### src/sv/rffq_pkg.sv
// Shared widths, register indexes, limits and control types for the restoring force unit.
package rffq_pkg;

    localparam int Q_W        = 16;
    localparam int MASS_W     = 24;
    localparam int POS_W      = 16;
    localparam int FORCE_W    = 26;
    localparam int MOMENT_W   = 30;
    localparam int CFG_IDX_W  = 4;
    localparam int CFG_DATA_W = 24;

    localparam int PROD_W     = 2 * Q_W;
    localparam int D_W        = 34;
    localparam int SMASS_W    = MASS_W + 1;
    localparam int SPLIT_W    = 17;
    localparam int FMUL_W     = SMASS_W + D_W;
    localparam int FRND_W     = FMUL_W - 30;
    localparam int FG_W       = 35;
    localparam int MMUL_W     = POS_W + FG_W;
    localparam int MSUM_W     = MMUL_W + 2;
    localparam int MRND_W     = MSUM_W - 20;
    localparam int STAGES     = 9;

    localparam logic [CFG_IDX_W-1:0] REG_WEIGHT   = 4'd0;
    localparam logic [CFG_IDX_W-1:0] REG_BUOYANCY = 4'd1;
    localparam logic [CFG_IDX_W-1:0] REG_COG_X    = 4'd2;
    localparam logic [CFG_IDX_W-1:0] REG_COG_Y    = 4'd3;
    localparam logic [CFG_IDX_W-1:0] REG_COG_Z    = 4'd4;
    localparam logic [CFG_IDX_W-1:0] REG_COB_X    = 4'd5;
    localparam logic [CFG_IDX_W-1:0] REG_COB_Y    = 4'd6;
    localparam logic [CFG_IDX_W-1:0] REG_COB_Z    = 4'd7;

    localparam logic signed [D_W-1:0]      D_ONE      = 34'sd1073741824;
    localparam logic signed [FORCE_W-1:0]  FORCE_MAX  = 26'sh1000000;
    localparam logic signed [FORCE_W-1:0]  FORCE_MIN  = 26'sh3000000;
    localparam logic signed [MOMENT_W-1:0] MOMENT_MAX = {1'b0, {(MOMENT_W-1){1'b1}}};
    localparam logic signed [MOMENT_W-1:0] MOMENT_MIN = {1'b1, {(MOMENT_W-1){1'b0}}};

    typedef struct packed {
        logic ld_part;
        logic ld_prod;
    } mul_ctl_t;

endpackage

### src/sv/rffq_split_mul.sv
// Two-stage signed multiplier: split partial products, then recombined product.
module rffq_split_mul #(
    parameter int A_W  = 25,
    parameter int B_W  = 34,
    parameter int LO_W = 17
) (
    input  logic                        clk,
    input  rffq_pkg::mul_ctl_t          ctl,
    input  logic signed [A_W-1:0]       a,
    input  logic signed [B_W-1:0]       b,
    output logic signed [A_W+B_W-1:0]   p
);

    localparam int HI_W = B_W - LO_W;
    localparam int P_W  = A_W + B_W;

    logic signed [HI_W-1:0]       b_hi;
    logic signed [LO_W:0]         b_lo;
    logic signed [A_W+HI_W-1:0]   hi_reg;
    logic signed [A_W+LO_W:0]     lo_reg;
    logic signed [P_W-1:0]        p_next;
    logic signed [P_W-1:0]        p_reg;

    assign b_hi = b[B_W-1:LO_W];
    assign b_lo = $signed({1'b0, b[LO_W-1:0]});

    always_ff @(posedge clk)
    begin
        if (ctl.ld_part)
        begin
            hi_reg <= a * b_hi;
            lo_reg <= a * b_lo;
        end
    end

    assign p_next = ($signed(P_W'(hi_reg)) <<< LO_W) + $signed(P_W'(lo_reg));

    always_ff @(posedge clk)
    begin
        if (ctl.ld_prod)
        begin
            p_reg <= p_next;
        end
    end

    assign p = p_reg;

endmodule

### config.mk
export PLATFORM = sky130hd
export DESIGN_NAME = rffq_split_mul
export DESIGN_NICKNAME = d
export VERILOG_FILES = /design/src/sv/rffq_pkg.sv /design/src/sv/rffq_split_mul.sv
export SDC_FILE = /design/constraint.sdc
export NUM_CORES = 2
export LEC_CHECK = 0
export BUFFER_PORTS_ARGS = -buffer_cell sky130_fd_sc_hd__buf_2
export CORE_MARGIN = 2
export CORE_UTILIZATION = 70
export DETAILED_ROUTE_END_ITERATION = 8
export PLACE_DENSITY = 0.95
export SYNTH_ARGS = -nofsm -noshare
export SYNTH_HDL_FRONTEND = slang
export SYNTH_SLANG_ARGS = --single-unit
### constraint.sdc
create_clock -name clk -period 9.84 [get_ports clk]
set_input_delay 0.984 -clock clk [delete_from_list [all_inputs] [get_ports clk]]
set_output_delay 0.984 -clock clk [all_outputs]
set_load 0.005 [all_outputs]
After elaboration in Yosys (flattened, before gate mapping):

Cells that the tools add are included.

* register bits: 144
* input bits: 62
* output and inout port bits: 59
* logic and storage cells: 6

* add/sub/neg operators: 1
* $mul: 2

Operators by type and width (number)
* 59-bit by 43-bit adder with 59-bit output: 1
* 25-bit by 18-bit multiplier with 43-bit output: 1
* 25-bit by 17-bit multiplier with 42-bit output: 1

Logic depth before layout (Yosys ltp):

* depth after elaboration: 1
* depth in mapped cells: 26
* gate-level depth less buffers: 24

Least setup slack after synthesis:

Ideal clock, no wire load.

* path kind: input port to flip-flop
* start: in b[9]
* end: reg lo_reg[28] (data pin)
* setup time: 258 ps
* arrival: 6810 ps
* data required time: 9582 ps
* slack: 2772 ps
* cell stages on the path: 24
* buffers on the path: 2
* cell sequence: clkbuf_1 clkbuf_1 nand2_1 fa_1 inv_1 fa_1 inv_1 fa_1 inv_1 fa_1 fa_1 inv_1 fa_1 inv_1 ha_1 nand3_1 nor2_1 a211o_1 a221oi_2 a21oi_2 a211oi_2 nor3b_1 o41a_1 xor2_1

* word-level cells in the longest chain between the ends: 1

Ends and longest elaborated chain
* start: declaration: line rffq_split_mul.sv:10 `input logic signed [B_W-1:0] b,`
* 25-bit by 18-bit multiplier with 43-bit output: line rffq_split_mul.sv:32 `lo_reg <= a * b_lo;`
* end signal: assignment: line rffq_split_mul.sv:32
* end: declaration: line rffq_split_mul.sv:20 `logic signed [A_W+LO_W:0] lo_reg;`

No other way between the ends.
A chain may end at the register's enable or synchronous reset.

Worst setup path in the final report:

* start: in a[13]
* end: reg lo_reg[41] (data pin)

* word-level cells in the longest chain between the ends: 1

Ends and longest elaborated chain
* start: declaration: line rffq_split_mul.sv:9 `input logic signed [A_W-1:0] a,`
* 25-bit by 18-bit multiplier with 43-bit output: line rffq_split_mul.sv:32

No other way between the ends.

==> flow_summary.toml <==
[run_status]
status = "completed"

[yosys]
synth_cells = 3893
synth-edff-count = 144
synthArstFlopShare_pct = 0
synth_seq_area_share_pct = 11.7
synthFlopType = "edfxtp_1"
syn-mean-instance-area_um2 = 9.46
synth_warnings = 0
ys_types = 71
synth_area_um2 = 36800
synth_nets = 5034
ys_ff_latch = 144

[final_layout]
multi_input_area_um2 = 28300
fill_cells = 3268
layout.nets = 5018
layout-drive-gt1-share_pct = 4.83
largest_reg_flops = 59
final_common_cell = "inv_1"
area.sequential_um2 = 4320
final_cell_mix = "inv_1, fa_1, nand2_1"
area_delta_synth_final_pct = 4.00

[floorplan]
die_area_um2 = 54500
fp.dieH_um = 233
io_pins = 121
core_um2 = 52300
initial_utilization_pct = 70.4
die_w_um = 233
rows = 84

[setup_path]
required_ns = 10.04
r2r_slack_ns = 6.23
worstPathArrival_ns = 8.05
crit_type = "primary input to flop"
r2r-start = "hi_reg[0]"
reg2regPathDepth = 12
worst_setup_path_start_kind = "primary input"
rr_endpoint = "p[57]"
cp-end-kind = "flop"
worstPathMaxFanout = 34

[timing]
fin_skew_ns = 0.0138
period_share_pct = 79.8
worstMarginPinSlew_ns = 1.08
tns_ns = 0
fmax_ghz = 0.127
rsz0062_at_grt = "no"
min_period_ns = 7.85
hold_viol = 0
setup_violations = 0
report.final.slew_viol_count = 0
slew_headroom_pct = 27.9

[grt]
top_usage_layer = "met2"
met3_usage_pct = 11.3
overflow = 0
grtUsageMet1_pct = 42.8
antenna_found_initial = 7
grt_util_met2_pct = 63.9
grt_max_degree = 63
grt_pass1_vias = 31954
grtUsageTotal_pct = 38.5
grt_pass1_wl_mm = 159

[placement]
place.gp.congestion = 0.972
io_buffers = 120
place_hpwl_mm = 75.7

[clocking]
root_buffer = "clkbuf_16"
cts_tree = "done"
cts_resized = 0
clock_path_buffers = 2
post-cts-setup-buffers = 0
clkSinkCount = 144
clock_latency_ns = 0.47
clk_pin_slew_ns = 0.06
ctsHtreeMaxLevel = 4
holdBufCountCts = 0
cts_made_buffers = 17

[min_path]
hp-start = "lo_reg[16]"
whs_endpoint = "p[16]"
hold_path.class = "flop to flop"
whs_path_depth = 0

[detailed_routing]
dr.pass1.iters = 8
drt-total-wl_mm = 97.9
routed_via_density = 6.09
drtAntennaViolNets = 0
dr.first_iter.drc_count = 2594
vias = 27891
wl_per_cell_um = 21.4
drcViolationCount = 0

[run]
drv_cap = 0
-- through the flow --
| stage | cell area [µm²] | worst slack, ns | util [%] | hold WS (ns) | std cells |
|---|---|---|---|---|---|
| 2_1_floorplan | 36800 | 2.77 | - | 0.400 | 3893 |
| 3_3_place_gp | 37700 | 2.23 | 72.1 | 0.402 | 4546 |
| 3_5_place_dp | 37700 | 1.98 | 72.1 | 0.405 | 4546 |
| 4_1_cts | 38300 | 2.45 | 73.2 | 0.420 | 4578 |
| 5_1_grt | 38300 | 1.86 | 73.2 | 0.424 | 4581 |
| 6_report | 38300 | 1.99 | 73.2 | 0.419 | 4583 |
-- Yosys cell counts (3+ instances only) --
master	instances	area share (%)
a2111oi_2	4	0.16
a31oi_1	9	0.15
nor3_1	19	0.26
a21oi_1	108	1.5
mux2i_1	3	0.082
nand4_1	7	0.12
nor3b_1	4	0.082
a211oi_1	15	0.31
clkbuf_1	156	1.6
nor2b_1	17	0.29
and3_1	11	0.19
or3_1	9	0.15
a21boi_0	5	0.10
o31ai_1	8	0.16
o21a_1	18	0.37
ha_1	246	8.4
nor2_1	72	0.73
o31a_1	5	0.12
o21ai_0	50	0.68
a21oi_2	4	0.095
o21bai_1	9	0.18
a21o_1	42	0.86
nand2_1	543	5.5
or2_2	8	0.14
edfxtp_1	144	12
o211ai_1	13	0.26
a211o_1	6	0.14
nand3_1	24	0.33
xor2_1	36	0.86
xnor2_1	80	1.9
and2_1	346	5.9
inv_1	968	9.9
a311o_1	3	0.082
nand2b_1	18	0.31
fa_1	833	45
o21ai_1	6	0.082
-- worst max-delay path by stage --
stage	from	end	slack [ns]	cells past startpoint
floorplan	b[9]	lo_reg[28]	2.77	24
global placement	a[11]	lo_reg[41]	2.23	21
detailed placement	a[14]	lo_reg[41]	1.98	23
CTS	a[14]	lo_reg[41]	2.45	23
finish	a[13]	lo_reg[41]	1.99	21
global route	a[12]	lo_reg[41]	1.86	21
-- worst max-delay path: stages --
cell and delay, ns:
buf_2 0.61, nand2_1 0.33, fa_1 0.84, inv_1 0.12
fa_1 0.52, fa_1 0.48, fa_1 0.49, fa_1 0.49
inv_1 0.05, fa_1 0.48, inv_1 0.05, ha_1 0.40
nand2_1 0.16, nor4_1 0.32, o211ai_1 0.25, o22ai_1 0.31
nor3_2 0.14, nor2_1 0.16, a41oi_1 0.20, and4b_1 0.25
or3_1 0.37
-- per-layer routing --
metal / vias up / wire length [µm]
li1: 11530 / -
met1: 13673 / 31600
met2: 1985 / 47200
met3: 697 / 11500
met4: 6 / 7590
met5: - / 99
-- cells by family after synthesis --
kind of cell | count (synthesis) | share of synthesized area (%)
flops | 144 | 11.7
xor+xnor | 116 | 2.76
compound gates | 332 | 6.00
fa+ha+maj | 1079 | 53.6
simple gates | 1091 | 14.3
mux | 3 | 0.0815
buf+inv | 1128 | 11.5
-- layout make-up --
cell class	instances	area share, %
repair buffers	125	1.67
multi-input cells	2621	73.8
clock buffers	18	1.12
diodes	5	0.0327
flip-flops and latches	144	11.3
well taps	688	2.25
clock inverters	14	0.375
inverters	968	9.48
Power is not shown: default switching activity piles up to over one toggle a cycle in this logic, so the estimate is an artifact.
